$ cat src/hdl/udqr_pkg.sv
package udqr_pkg;

    localparam int unsigned DIV_WIDTH = 32;
    localparam int unsigned CNT_W     = $clog2(DIV_WIDTH);

    typedef logic [DIV_WIDTH-1:0] t_word;

    typedef struct packed {
        logic load;
        logic step;
        logic capture;
    } t_dp_cmd;

    typedef struct packed {
        logic den_zero;
    } t_dp_sts;

endpackage

$ cat src/hdl/udqr_if.sv
interface udqr_req_if;
    import udqr_pkg::*;

    logic  valid;
    logic  ready;
    t_word dividend;
    t_word divisor;

    modport source (output valid, output dividend, output divisor, input ready);
    modport sink   (input valid, input dividend, input divisor, output ready);
endinterface

interface udqr_rsp_if;
    import udqr_pkg::*;

    logic  valid;
    logic  ready;
    t_word quotient;
    t_word remainder;
    logic  divide_by_zero;

    modport source (output valid, output quotient, output remainder, output divide_by_zero,
                    input ready);
    modport sink   (input valid, input quotient, input remainder, input divide_by_zero,
                    output ready);
endinterface

$ cat src/hdl/udqr_dpath.sv
module udqr_dpath (
    input  logic              i_clk,
    input  udqr_pkg::t_dp_cmd i_cmd,
    output udqr_pkg::t_dp_sts o_sts,
    input  udqr_pkg::t_word   i_dividend,
    input  udqr_pkg::t_word   i_divisor,
    output udqr_pkg::t_word   o_quotient,
    output udqr_pkg::t_word   o_remainder,
    output logic              o_divide_by_zero
);
    import udqr_pkg::*;

    t_word r_rem;
    t_word r_quo;
    t_word r_den;
    logic  r_dbz;
    t_word r_out_quo;
    t_word r_out_rem;
    logic  r_out_dbz;

    logic                 carry;
    t_word                shifted;
    logic [DIV_WIDTH+1:0] diff;
    logic                 take;

    assign carry   = r_rem[DIV_WIDTH-1];
    assign shifted = {r_rem[DIV_WIDTH-2:0], r_quo[DIV_WIDTH-1]};
    assign diff    = {1'b0, carry, shifted} - {2'b00, r_den};
    assign take    = ~diff[DIV_WIDTH+1];

    assign o_sts.den_zero = (i_divisor == '0);

    always_ff @(posedge i_clk) begin
        if (i_cmd.load) begin
            r_den <= i_divisor;
            r_dbz <= o_sts.den_zero;
            if (o_sts.den_zero) begin
                r_rem <= i_dividend;
                r_quo <= '0;
            end else begin
                r_rem <= '0;
                r_quo <= i_dividend;
            end
        end else if (i_cmd.step) begin
            r_rem <= take ? diff[DIV_WIDTH-1:0] : shifted;
            r_quo <= {r_quo[DIV_WIDTH-2:0], take};
        end
        if (i_cmd.capture) begin
            r_out_quo <= r_quo;
            r_out_rem <= r_rem;
            r_out_dbz <= r_dbz;
        end
    end

    assign o_quotient       = r_out_quo;
    assign o_remainder      = r_out_rem;
    assign o_divide_by_zero = r_out_dbz;

endmodule

$ cat src/hdl/udqr_ctrl.sv
module udqr_ctrl (
    input  logic              i_clk,
    input  logic              i_rst_n,
    input  logic              i_req_valid,
    output logic              o_req_ready,
    output logic              o_rsp_valid,
    input  logic              i_rsp_ready,
    output udqr_pkg::t_dp_cmd o_cmd,
    input  udqr_pkg::t_dp_sts i_sts
);
    import udqr_pkg::*;

    typedef enum logic [1:0] {
        S_IDLE,
        S_RUN,
        S_HOLD
    } t_state;

    t_state           r_state;
    logic [CNT_W-1:0] r_cnt;
    logic             r_rsp_valid;

    assign o_req_ready   = (r_state == S_IDLE);
    assign o_cmd.load    = i_req_valid && o_req_ready;
    assign o_cmd.step    = (r_state == S_RUN);
    assign o_cmd.capture = (r_state == S_HOLD) && (!r_rsp_valid || i_rsp_ready);
    assign o_rsp_valid   = r_rsp_valid;

    always_ff @(posedge i_clk) begin
        if (!i_rst_n) begin
            r_state     <= S_IDLE;
            r_cnt       <= '0;
            r_rsp_valid <= 1'b0;
        end else begin
            if (o_cmd.capture) begin
                r_rsp_valid <= 1'b1;
            end else if (i_rsp_ready) begin
                r_rsp_valid <= 1'b0;
            end
            case (r_state)
                S_IDLE: begin
                    if (o_cmd.load) begin
                        r_cnt   <= CNT_W'(DIV_WIDTH - 1);
                        r_state <= i_sts.den_zero ? S_HOLD : S_RUN;
                    end
                end
                S_RUN: begin
                    r_cnt <= r_cnt - 1'b1;
                    if (r_cnt == '0) begin
                        r_state <= S_HOLD;
                    end
                end
                S_HOLD: begin
                    if (o_cmd.capture) begin
                        r_state <= S_IDLE;
                    end
                end
                default: begin
                    r_state <= S_IDLE;
                end
            endcase
        end
    end

endmodule

$ cat src/hdl/unsigned_divider_quotient_remainder_unit.sv
// Channel   Dir  Handshake      Payload
// i_req     in   valid/ready    dividend, divisor
// o_rsp     out  valid/ready    quotient, remainder, divide_by_zero
//
// One request at a time; restoring division, one quotient bit per cycle.
// Non-zero divisor: load, then one step per quotient bit (DIV_WIDTH steps), then capture.
// Zero divisor skips the steps: load, then capture.
// Result register lets the next request start while a response waits.
// Synchronous active-low reset clears control only.
module unsigned_divider_quotient_remainder_unit (
    input  logic i_clk,
    input  logic i_rst_n,
    udqr_req_if.sink   i_req,
    udqr_rsp_if.source o_rsp
);
    import udqr_pkg::*;

    t_dp_cmd cmd;
    t_dp_sts sts;

    udqr_ctrl u_ctrl (
        .i_clk       (i_clk),
        .i_rst_n     (i_rst_n),
        .i_req_valid (i_req.valid),
        .o_req_ready (i_req.ready),
        .o_rsp_valid (o_rsp.valid),
        .i_rsp_ready (o_rsp.ready),
        .o_cmd       (cmd),
        .i_sts       (sts)
    );

    udqr_dpath u_dpath (
        .i_clk            (i_clk),
        .i_cmd            (cmd),
        .o_sts            (sts),
        .i_dividend       (i_req.dividend),
        .i_divisor        (i_req.divisor),
        .o_quotient       (o_rsp.quotient),
        .o_remainder      (o_rsp.remainder),
        .o_divide_by_zero (o_rsp.divide_by_zero)
    );

    a_zero_quotient: assert property (@(posedge i_clk) disable iff (!i_rst_n)
        (o_rsp.valid && o_rsp.divide_by_zero) |-> (o_rsp.quotient == '0))
        else $error("quotient not zero on divide by zero");

    a_busy_after_req: assert property (@(posedge i_clk) disable iff (!i_rst_n)
        (i_req.valid && i_req.ready) |=> !i_req.ready)
        else $error("request taken while busy");

    a_rsp_from_hold: assert property (@(posedge i_clk) disable iff (!i_rst_n)
        $rose(o_rsp.valid) |-> !$past(i_req.ready))
        else $error("response raised without a request in flight");

endmodule
$ cat src/flat_wrapper.sv
// flat-port wrapper written by rule: the top's interface ports become plain ports
module unsigned_divider_quotient_remainder_unit_flat import udqr_pkg::*;
  (i_clk, i_rst_n, i_req_valid, i_req_dividend, i_req_divisor, i_req_ready, o_rsp_valid, o_rsp_quotient, o_rsp_remainder, o_rsp_divide_by_zero, o_rsp_ready);
  udqr_req_if i_req_i ();
  udqr_rsp_if o_rsp_i ();
  input  logic i_clk;
  input  logic i_rst_n;
  input wire logic [$bits(i_req_i.valid)-1:0] i_req_valid;
  input wire logic [$bits(i_req_i.dividend)-1:0] i_req_dividend;
  input wire logic [$bits(i_req_i.divisor)-1:0] i_req_divisor;
  output wire logic [$bits(i_req_i.ready)-1:0] i_req_ready;
  output wire logic [$bits(o_rsp_i.valid)-1:0] o_rsp_valid;
  output wire logic [$bits(o_rsp_i.quotient)-1:0] o_rsp_quotient;
  output wire logic [$bits(o_rsp_i.remainder)-1:0] o_rsp_remainder;
  output wire logic [$bits(o_rsp_i.divide_by_zero)-1:0] o_rsp_divide_by_zero;
  input wire logic [$bits(o_rsp_i.ready)-1:0] o_rsp_ready;
  assign i_req_i.valid = i_req_valid;
  assign i_req_i.dividend = i_req_dividend;
  assign i_req_i.divisor = i_req_divisor;
  assign i_req_ready = i_req_i.ready;
  assign o_rsp_valid = o_rsp_i.valid;
  assign o_rsp_quotient = o_rsp_i.quotient;
  assign o_rsp_remainder = o_rsp_i.remainder;
  assign o_rsp_divide_by_zero = o_rsp_i.divide_by_zero;
  assign o_rsp_i.ready = o_rsp_ready;
  unsigned_divider_quotient_remainder_unit u_core (.i_clk(i_clk), .i_rst_n(i_rst_n), .i_req(i_req_i), .o_rsp(o_rsp_i));
endmodule
$ cat config.mk
export PLATFORM = sky130hd
export DESIGN_NAME = unsigned_divider_quotient_remainder_unit_flat
export DESIGN_NICKNAME = d
export VERILOG_FILES = /design/src/hdl/udqr_pkg.sv /design/src/hdl/udqr_if.sv /design/src/hdl/udqr_dpath.sv /design/src/hdl/udqr_ctrl.sv /design/src/hdl/unsigned_divider_quotient_remainder_unit.sv /design/src/flat_wrapper.sv
export SDC_FILE = /design/constraint.sdc
export NUM_CORES = 1
export LEC_CHECK = 0
export CORE_MARGIN = 3
export CORE_UTILIZATION = 31
export DETAILED_ROUTE_END_ITERATION = 6
export DONT_BUFFER_PORTS = 1
export PLACE_DENSITY = 0.48
export SLEW_MARGIN = 20
export SYNTH_ARGS = -nofsm -noshare
export SYNTH_HDL_FRONTEND = slang
export SYNTH_SLANG_ARGS = --single-unit
$ cat constraint.sdc
create_clock -name i_clk -period 4.85 [get_ports i_clk]
set_input_delay 0.485 -clock i_clk [delete_from_list [all_inputs] [get_ports i_clk]]
set_output_delay 0.485 -clock i_clk [all_outputs]
set_load 0.05 [all_outputs]
# Word level (Yosys, flattened, before mapping)
# Index checks and enable logic that the tools add are counted.
[word_totals]
in_bits = 68
out_inout_bits = 67
wordCells = 46
reg_bits = 170
[classes]
add_sub_neg = 2
eq_ne = 5
muxes = 16
n_bitwise = 1
n_reduce_logical = 12
[ops]
columns = ["cell", "n"]
rows = [
  ["$mux W32", 7],
  ["$sub A33 B32 Y34", 1],
  ["$logic_not A32 Y1", 1],
  ["$pmux W5 S2", 1],
  ["$mux W2", 4],
  ["$pmux W2 S3", 1],
  ["$reduce_bool A2 Y1", 3],
  ["$logic_not A5 Y1", 1],
  ["$mux W5", 1],
  ["$sub A5 B1 Y5 const B", 1],
  ["$ne A2 B1 Y1 const B", 2],
  ["$reduce_and A3 Y1", 1],
  ["$eq A2 B1 Y1 const B", 1],
  ["$eq A2 B2 Y1 const B", 1],
  ["$logic_and A1 B1 Y1", 2],
  ["$logic_not A2 Y1", 1],
  ["$mux W1", 2],
  ["$ne A2 B2 Y1 const B", 1],
  ["$reduce_and A2 Y1", 1],
  ["$logic_not A1 Y1", 1],
  ["$logic_or A1 B1 Y1", 1],
  ["$not A1 Y1", 1],
]

# Depth between registers and ports, before layout
# Gate-level depths: netlist (run 1).
[depth]
ltp_word = 5
depth_mapped = 14
depth_no_buf = 12

# Cells and area by module
# From an unflattened synthesis (run 1), not the netlist that was laid out.
[unflattened]
cells_unflattened = 687
area_unflattened_um2 = 8506.9
[modules_own_cells]
columns = ["mod", "instances", "seq_area_each_um2", "area_each_um2", "cells_per_inst"]
rows = [
  ["udqr_dpath", 1, 4864.7, 8039.0, 638],
  ["udqr_ctrl", 1, 160.2, 467.9, 49],
]

# Worst setup path before layout (run 1)
# No wires, ideal clock.
[synth_timing]
kind = "reg2reg"
from = "reg u_core.u_ctrl.r_rsp_valid (netlist: u_core.u_ctrl.o_rsp_valid)"
to = "reg u_core.u_dpath.r_out_dbz (netlist: u_core.u_dpath.o_divide_by_zero) (enable)"
arrival_time_ns = 3.539
setup_ns = 0.496
synth_period_minus_slack_ns = 4.035
t_required_ns = 4.354
path_stages_with_launch = 3
setup_slack_ns = 0.815
n_path_buf = 0
path_cell_list = "dfxtp_1 -> nand2b_1 -> nor2b_1"
[synth_rtl]
columns = ["item", "line", "text"]
rows = [
  ["start, declared", "udqr_ctrl.sv:21", "logic r_rsp_valid;"],
  ["start signal, assigned", "udqr_ctrl.sv:33", "r_rsp_valid <= 1'b0;"],
  ["start signal, assigned", "udqr_ctrl.sv:36", "r_rsp_valid <= 1'b1;"],
  ["start signal, assigned", "udqr_ctrl.sv:38", "r_rsp_valid <= 1'b0;"],
  ["end signal, assigned", "udqr_dpath.sv:51", "r_out_dbz <= r_dbz;"],
  ["end, declared", "udqr_dpath.sv:19", "logic r_out_dbz;"],
]

# Worst setup path in the final report (run 1)
[layout_timing]
from = "reg u_core.u_dpath.r_rem[5]"
to = "reg u_core.u_dpath.r_rem[15] (data pin)"
[layout_between]
elab_chain_cells = 4
[layout_lines]
columns = ["item", "line", "text"]
rows = [
  ["start, declared", "udqr_dpath.sv:13", "t_word r_rem;"],
  ["start signal, assigned", "udqr_dpath.sv:38", "r_rem <= i_dividend;"],
  ["start signal, assigned", "udqr_dpath.sv:45", "r_rem <= take ? diff[DIV_WIDTH-1:0] : shifted;"],
  ["$sub A33 B32 Y34", "udqr_dpath.sv:28", "assign diff = {1'b0, carry, shifted} - {2'b00, r_den};"],
  ["$mux W32", "udqr_dpath.sv:45", ""],
  ["$mux W32", "udqr_dpath.sv:44", "end else if (i_cmd.step) begin"],
  ["$mux W32", "udqr_dpath.sv:34", "if (i_cmd.load) begin"],
]
# No other way between the ends. The select of a mux whose other input is x is not followed.
# A chain may end at the register's enable or synchronous reset.

==> results of run 1 <==
## routing by layer
layer  vias up  GRT usage  wire (um)  share of wire
met1      2753     0.2112      10460           0.46
met3        16    0.05171       1535          0.068
met5         -          0          0              0
li1       2689          -          -              -
met2       152     0.2389      10250           0.45
met4         0    0.04445        316          0.014
## final timing paths
check | endpoint | slack, ps | cells past startpoint
worst min-delay path | u_core.u_dpath.r_den[14] | 150 | 0
worst max-delay path | u_core.u_dpath.r_rem[15] | 1290 | 10
worst min register to register | u_core.u_dpath.o_divide_by_zero | 420 | 0
worst max register to register | u_core.u_dpath.r_rem[15] | 1290 | 10
## cell usage after synthesis, drive strengths merged (2+ instances only)
library cell	count	share of area
mux2i	4	0.0048
edfxtp	162	0.59
ha	34	0.051
or2	2	0.0015
and3	2	0.0015
o211a	2	0.0024
o221ai	3	0.0039
o31a	3	0.0032
nand3	15	0.0096
o41ai	3	0.0041
a21o	9	0.0081
xnor2	12	0.013
o22ai	22	0.017
o21ai	73	0.044
nand2b	2	0.0015
inv	42	0.019
clkbuf	23	0.010
buf	9	0.0089
o21bai	5	0.0045
a21boi	5	0.0050
nor3	9	0.0054
nor2b	7	0.0053
a211oi	6	0.0060
a31oi	5	0.0038
and2	3	0.0023
a21oi	62	0.041
a211o	2	0.0021
o21a	7	0.0063
nor4	9	0.0068
nand2	113	0.051
dfxtp	8	0.019
xor2	10	0.011
a31o	3	0.0042
nand4	10	0.0083
nor2	31	0.014
## through the flow
stage / std cells / utilization / area, um2
after floorplan: 730 / - / 8315
after global placement: 1039 / 0.3300 / 8648
after detailed placement: 1039 / 0.3301 / 8650
after CTS: 1071 / 0.3527 / 9244
after global routing: 1071 / 0.3527 / 9244
final: 1071 / 0.3527 / 9244
## layout make-up
type / instances / area share
sequential: 170 / 0.5436
multi-input combinational: 485 / 0.3228
clock buffer: 21 / 0.05455
tap: 335 / 0.04534
inverter: 43 / 0.01773
clock inverter: 11 / 0.009746
timing repair buffer: 6 / 0.006226
## critical path, cell delays in order (launching register included)
cell and delay, ps:
sky130_fd_sc_hd__edfxtp_1 430, sky130_fd_sc_hd__ha_1 410, sky130_fd_sc_hd__a21oi_1 90, sky130_fd_sc_hd__o21ai_0 340
sky130_fd_sc_hd__a21oi_1 190, sky130_fd_sc_hd__o221ai_2 350, sky130_fd_sc_hd__a31o_4 240, sky130_fd_sc_hd__a21o_1 550
sky130_fd_sc_hd__buf_4 370, sky130_fd_sc_hd__mux2i_1 210, sky130_fd_sc_hd__o22ai_1 100
## power by group through the flow
stage | clock network (W) | registers [W] | logic [W]
after floorplan | 0 | 0.00221 | 0.00167
after global placement | 0 | 0.00229 | 0.00202
after detailed placement | 0 | 0.00230 | 0.00204
after CTS | 0.00142 | 0.00227 | 0.00205
after global routing | 0.00147 | 0.00230 | 0.00229
final | 0.00139 | 0.00227 | 0.00205
## sequential cells by signal, summed over array words and instances (netlist names)
signal / cells
u_core.u_ctrl.r_cnt: 5
u_core.u_dpath.o_remainder: 32
u_core.u_dpath.o_divide_by_zero: 1
u_core.u_dpath.r_quo: 32
u_core.u_dpath.r_dbz: 1
u_core.u_ctrl.r_state: 2
u_core.u_dpath.o_quotient: 32
u_core.u_ctrl.o_rsp_valid: 1
u_core.u_dpath.r_den: 32
u_core.u_dpath.r_rem: 32
## cells by family (layout without fill, tap and decap cells)
logic type | count (synthesis) | count (layout)
muxes | 4 | 4
AOI/OAI and AO/OA | 217 | 217
adders and majority gates | 35 | 35
buffers and inverters | 75 | 81
DFF | 170 | 170
xor gates and xnor gates | 22 | 22
and+or+nand+nor | 207 | 207
==> impl_metrics.sql, run 1 <==
INSERT INTO impl_metrics (metric_group, metric, value, unit) VALUES
('die', 'die_area', '28830', 'um2'),
('pwr', 'switchingPower', '0.002144', 'W'),
('layout', 'multi_input_comb_area', '2984', 'um2'),
('layout', 'nets', '826', ''),
('synth', 'combinational_family_with_the_most_area_after_synthesis', 'compound AO/OA/AOI/OAI gates', ''),
('placed_design', 'detailed_place_hpwl', '16.10', 'mm'),
('pwr', 'power_density', '617.5', 'nW/um2'),
('layout', 'final-seq-area', '5025', 'um2'),
('timing', 'final.hold.worst_slack', '155.0', 'ps'),
('clock_tree', 'cts-resized-gates', '0', ''),
('die', 'die_width', '169.8', 'um'),
('timing', 'final_period_minus_worst_setup_slack', '3562', 'ps'),
('timing', 'finClkSkew', '8.452', 'ps'),
('timing', 'number_of_hold_violations_in_the_final_report', '0', ''),
('pwr', 'maximum_vdd_ir_drop', '0.3149', 'mV'),
('timing', 'achievable-frequency', '0.2808', 'GHz'),
('layout', 'layout_commonest_cell', 'sky130_fd_sc_hd__edfxtp_1', ''),
('drt', 'total_number_of_vias', '5610', ''),
('global_route', 'pin_count_of_the_biggest_net_entering_global_routing', '70', ''),
('die', 'starting_density_of_the_core', '0.3173', ''),
('clock_tree', 'clock_insertion_delay_worst_skew', '420', 'ps'),
('timing', 'max-slew-margin-rel', '0.3552', ''),
('layout', 'drive_above_1_share', '0.08288', ''),
('clock_tree', 'tritoncts_num_sinks', '170', ''),
('synth', 'async_flop_share', '0', ''),
('timing', 'setup_viol_count_final', '0', ''),
('min_path', 'hold_class', 'input port to register', ''),
('drt', 'route.final.wire_length', '22.57', 'mm'),
('drt', 'residual_drc_count', '0', ''),
('timing', 'worstMarginPinSlew', '963.6', 'ps'),
('pwr', 'p_comb_frac', '0.360', ''),
('setup_path', 'end_kind', 'register', ''),
('setup_path', 'startpoint_type', 'register', ''),
('synth', 'postSynthCellCount', '730', ''),
('drt', 'post_drt_via_cell_ratio', '5.238', ''),
('pwr', 'clockPowerShare', '0.243', ''),
('synth', 'ys_seq_elements', '170', ''),
('clock_tree', 'numCtsBuffers', '17', ''),
('min_path', 'min-delay-start', 'i_req_divisor[14]', ''),
('layout', 'mostFrequentLayoutCells', '162 x sky130_fd_sc_hd__edfxtp_1, 113 x sky130_fd_sc_hd__nand2_1, 57 x sky130_fd_sc_hd__o21ai_0, 56 x sky130_fd_sc_hd__a21oi_1, 41 x sky130_fd_sc_hd__inv_1', ''),
('die', 'design.portCount', '135', ''),
('setup_path', 'regToRegStartpoint', 'u_core.u_dpath.r_rem[5]', ''),
('timing', 'maxSlewViolCount', '0', ''),
('synth', 'yosys_warns', '0', ''),
('timing', 'grt_setup_unrepaired', 'false', ''),
('pwr', 'internal_power', '0.003564', 'W'),
('global_route', 'grt_antenna_before_repair', '0', ''),
('clock_tree', 'htree_levels', '4', ''),
('synth', 'yosys.area_share.xor_xnor', '0.02317', ''),
('synth', 'synth-compound-area-share', '0.1646', ''),
('layout', 'area_growth_syn_to_layout', '11.16', '%'),
('synth', 'yosys.area_share.simple', '0.1109', ''),
('synth', 'synth_edf_count', '162', ''),
('clock_tree', 'clkSlewWorstSetupHoldPaths', '70', 'ps'),
('timing', 'final_min_period_over_clock_period', '0.7344', ''),
('die', 'die_height', '169.8', 'um'),
('outcome', 'status', 'complete, no violations', ''),
('setup_path', 'timing_worst_setup_path_type', 'register to register', ''),
('synth', 'post_synth.cell_area_avg', '11.39', 'um2'),
('layout', 'fill_count', '2574', ''),
('setup_path', 'cp_data_arrival_time', '3710', 'ps'),
('clock_tree', 'cts_root_buf', 'sky130_fd_sc_hd__clkbuf_16', ''),
('setup_path', 'timing.critical_path.fanout_max', '18', ''),
('die', 'core_region_area', '26210', 'um2'),
('global_route', 'grt_pass1_wl', '33.95', 'mm'),
('global_route', 'grtUsageTotal', '0.1557', ''),
('timing', 'finalSetupTns', '0', 'ps'),
('pwr', 'seq_power_share', '0.398', ''),
('clock_tree', 'cts_max_path_buffers', '2', ''),
('global_route', 'number_of_global_route_vias_before_repair', '5562', ''),
('synth', 'synth_mux_area_frac', '0.004815', '');
Power figures use the tool's default switching activity.
==> run 2, diff against run 1 <==
Clock period 4.85 ns to 3.3 ns, I/O delays scaled along.
==> run 2 against run 1 <==
  * Combinational power up 53%
  * Design area grew 4.7%
  * Die area is the same
  * Sequential share of layout area down 2.4 points
  * Maximum frequency up 16%
  * Clock power rose by 53%
  * Register-to-register slack got worse by 1100 ps
  * Via count increased by 3.5%
  * Critical path depth up 1
  * Core utilization is 1.7 points higher
  * Clock skew grew 2.8 ps
  * Critical endpoint is now u_core.u_dpath.r_rem[8]
  * Largest cell class unchanged
==> impl_metrics.sql, run 2 (same netlist as run 1, synthesis figures left out) <==
INSERT INTO impl_metrics (metric_group, metric, value, unit) VALUES
('setup_path', 'cp_data_arrival_time', '3190', 'ps'),
('global_route', 'number_of_global_route_vias_before_repair', '5848', ''),
('timing', 'final_min_period_over_clock_period', '0.9300', ''),
('drt', 'ant_nets', '0', ''),
('placed_design', 'routabilityCongestion', '0.8365', ''),
('layout', 'nets', '867', ''),
('drt', 'iteration_count_of_the_initial_detailed_routing_pass', '5', ''),
('setup_path', 'critPathRequiredTime', '3420', 'ps'),
('setup_path', 'crit_top_cell', 'sky130_fd_sc_hd__a21oi_1', ''),
('setup_path', 'ff2ff_setup_slack', '230', 'ps'),
('layout', 'finalNonFillerCells', '1112', ''),
('die', 'starting_density_of_the_core', '0.3173', ''),
('pwr', 'seq_power_share', '0.389', ''),
('job', 'maxCapViolCount', '0', ''),
('timing', 'number_of_hold_violations_in_the_final_report', '0', ''),
('die', 'design.portCount', '135', ''),
('timing', 'achievable-frequency', '0.3258', 'GHz'),
('global_route', 'pin_count_of_the_biggest_net_entering_global_routing', '61', ''),
('global_route', 'grt_pass1_wl', '34.94', 'mm'),
('pwr', 'switchingPower', '0.003175', 'W'),
('clock_tree', 'cts_tree', 'done', ''),
('layout', 'mostFrequentLayoutCells', '162 x sky130_fd_sc_hd__edfxtp_1, 113 x sky130_fd_sc_hd__nand2_1, 57 x sky130_fd_sc_hd__o21ai_0, 56 x sky130_fd_sc_hd__a21oi_1, 41 x sky130_fd_sc_hd__inv_1', ''),
('layout', 'area_growth_syn_to_layout', '16.39', '%'),
('setup_path', 'worst_path_largest_cell_delay', '430', 'ps'),
('placed_design', 'number_of_placed_instances_taps_included', '1048', ''),
('pwr', 'cellLeakagePower', '3.553', 'nW'),
('timing', 'maxSlewViolCount', '0', ''),
('placed_design', 'detailed_place_hpwl', '16.44', 'mm'),
('global_route', 'grt_util_met1', '0.2180', ''),
('global_route', 'use_met3', '0.04146', ''),
('pwr', 'maximum_vdd_ir_drop', '0.3410', 'mV'),
('clock_tree', 'tritoncts_num_sinks', '170', ''),
('drt', 'wl_per_cell', '20.86', 'um'),
('timing', 'setup_viol_count_final', '0', ''),
('drt', 'route.final.wire_length', '23.20', 'mm'),
('global_route', 'globalRouteMet2Util', '0.2497', ''),
('placed_design', 'port_buffers', '0', ''),
('clock_tree', 'clkSlewWorstSetupHoldPaths', '70', 'ps'),
('pwr', 'post-layout-total-power', '0.008595', 'W'),
('pwr', 'p_comb_frac', '0.364', ''),
('layout', 'layout_commonest_cell', 'sky130_fd_sc_hd__edfxtp_1', ''),
('setup_path', 'startpoint_type', 'register', ''),
('timing', 'grt_setup_unrepaired', 'false', ''),
('pwr', 'netSwitchingFraction', '0.3694', ''),
('die', 'die_height', '169.8', 'um'),
('die', 'die_width', '169.8', 'um'),
('pwr', 'power_density', '888.1', 'nW/um2'),
('outcome', 'status', 'complete, no violations', ''),
('clock_tree', 'numCtsBuffers', '17', ''),
('global_route', 'grtUsageTotal', '0.1581', ''),
('global_route', 'globalRoute.totalOverflow', '0', ''),
('drt', 'post_drt_via_cell_ratio', '5.223', ''),
('drt', 'total_number_of_vias', '5808', ''),
('setup_path', 'timing.critical_path.fanout_max', '24', ''),
('setup_path', 'buffer_and_inverter_count_on_the_worst_path', '1', ''),
('setup_path', 'crit_family', 'compound AO/OA/AOI/OAI gates', ''),
('clock_tree', 'htree_levels', '4', ''),
('global_route', 'globalRoute.busiestLayer', 'met2', ''),
('timing', 'worstMarginPinSlew', '817.2', 'ps'),
('layout', 'drive_above_1_share', '0.09009', ''),
('clock_tree', 'cts_root_buf', 'sky130_fd_sc_hd__clkbuf_16', ''),
('setup_path', 'timing_worst_setup_path_type', 'register to register', ''),
('die', 'die_area', '28830', 'um2'),
('global_route', 'grt_antenna_before_repair', '0', ''),
('timing', 'finClkSkew', '11.25', 'ps'),
('setup_path', 'crit_chain', 'ha_1, a21oi_1, o21ai_0, a21oi_1, o221ai_2, a31o_4, a21oi_4, buf_4, nor2_1, a21oi_1, o22ai_1', ''),
('drt', 'residual_drc_count', '0', ''),
('clock_tree', 'cts_max_path_buffers', '2', ''),
('clock_tree', 'clock_insertion_delay_worst_skew', '420', 'ps'),
('setup_path', 'end_kind', 'register', ''),
('timing', 'final_period_minus_worst_setup_slack', '3069', 'ps'),
('timing', 'max-slew-margin-rel', '0.4541', ''),
('pwr', 'clockPowerShare', '0.247', ''),
('layout', 'insertedDiodeCount', '0', ''),
('timing', 'final.hold.worst_slack', '29.97', 'ps'),
('pwr', 'internal_power', '0.005421', 'W'),
('min_path', 'hold_class', 'input port to register', ''),
('drt', 'drt_iter0_markers', '316', ''),
('die', 'core_region_area', '26210', 'um2'),
('setup_path', 'critical_path.slowest_cell', 'sky130_fd_sc_hd__edfxtp_1', ''),
('timing', 'finalSetupTns', '0', 'ps'),
('die', 'num_rows', '59', '');
run 2: cell count changes in the layout (fill, tap and decap cells not counted), moves of 2 or more:
cell | before | now
sky130_fd_sc_hd__buf_12 | 1 | 3
sky130_fd_sc_hd__inv_4 | 3 | 0
sky130_fd_sc_hd__dlygate4sd3_1 | 0 | 32
sky130_fd_sc_hd__bufinv_16 | 0 | 3
sky130_fd_sc_hd__clkinvlp_4 | 0 | 4
sky130_fd_sc_hd__clkbuf_16 | 20 | 17
sky130_fd_sc_hd__buf_4 | 5 | 12
run 2: per-layer routing:
layer | wire length [um] | up-vias
met2 | 10620 | 165
li1 | - | 2774
met4 | 279 | 0
met1 | 10980 | 2857
met5 | 0 | -
met3 | 1320 | 12
run 2: worst paths after layout:
path	start	end	depth (start not counted)
worst max register to register	u_core.u_dpath.r_rem[7]	u_core.u_dpath.r_rem[8]	11
worst min-delay path	i_rst_n	u_core.u_ctrl.r_cnt[2]	2
worst max-delay path	u_core.u_dpath.r_rem[7]	u_core.u_dpath.r_rem[8]	11
worst min register to register	u_core.u_dpath.r_dbz	u_core.u_dpath.o_divide_by_zero	0
run 2: power by group through the flow:
stage                     logic, W  clock network, W  registers [W]
after floorplan            0.00245                 0        0.00324
after global placement     0.00305                 0        0.00338
after detailed placement   0.00306                 0        0.00338
after CTS                  0.00312           0.00217        0.00335
after global routing       0.00350           0.00225        0.00339
final                      0.00313           0.00212        0.00335
run 2: area by class of cell:
class	instances	area, um2
tap	335	419.2
sequential	170	5025
clock inverter	14	180.2
multi-input combinational	485	2992
fill	2527	16530
inverter	43	162.7
timing repair buffer	47	470.5
clock buffer	18	429.2
run 2: worst reg2reg max path: cells and delay by family, from the launching register on:
family                   cells  cell delay [ps]
AO/OA/AOI/OAI                8             1530
flip-flops                   1              430
adder cells (fa/ha/maj)      1              410
buffers and inverters        1              310
AND/OR/NAND/NOR              1               90
run 2: timing repair:
action,CTS,global route
setup endpoints to repair,0,1
gates resized for setup,0,1
hold buffers,32,0
setup buffers,0,0
endpoints found under the hold margin,32,0
run 2: metrics by stage:
stage	area (um2)	worst slack, ps	util
after floorplan	8320	244.1	-
after global placement	8741	292.8	0.3335
after detailed placement	8741	171.7	0.3335
after CTS	9671	152.2	0.3690
after global routing	9678	21.14	0.3693
final	9678	231.1	0.3693
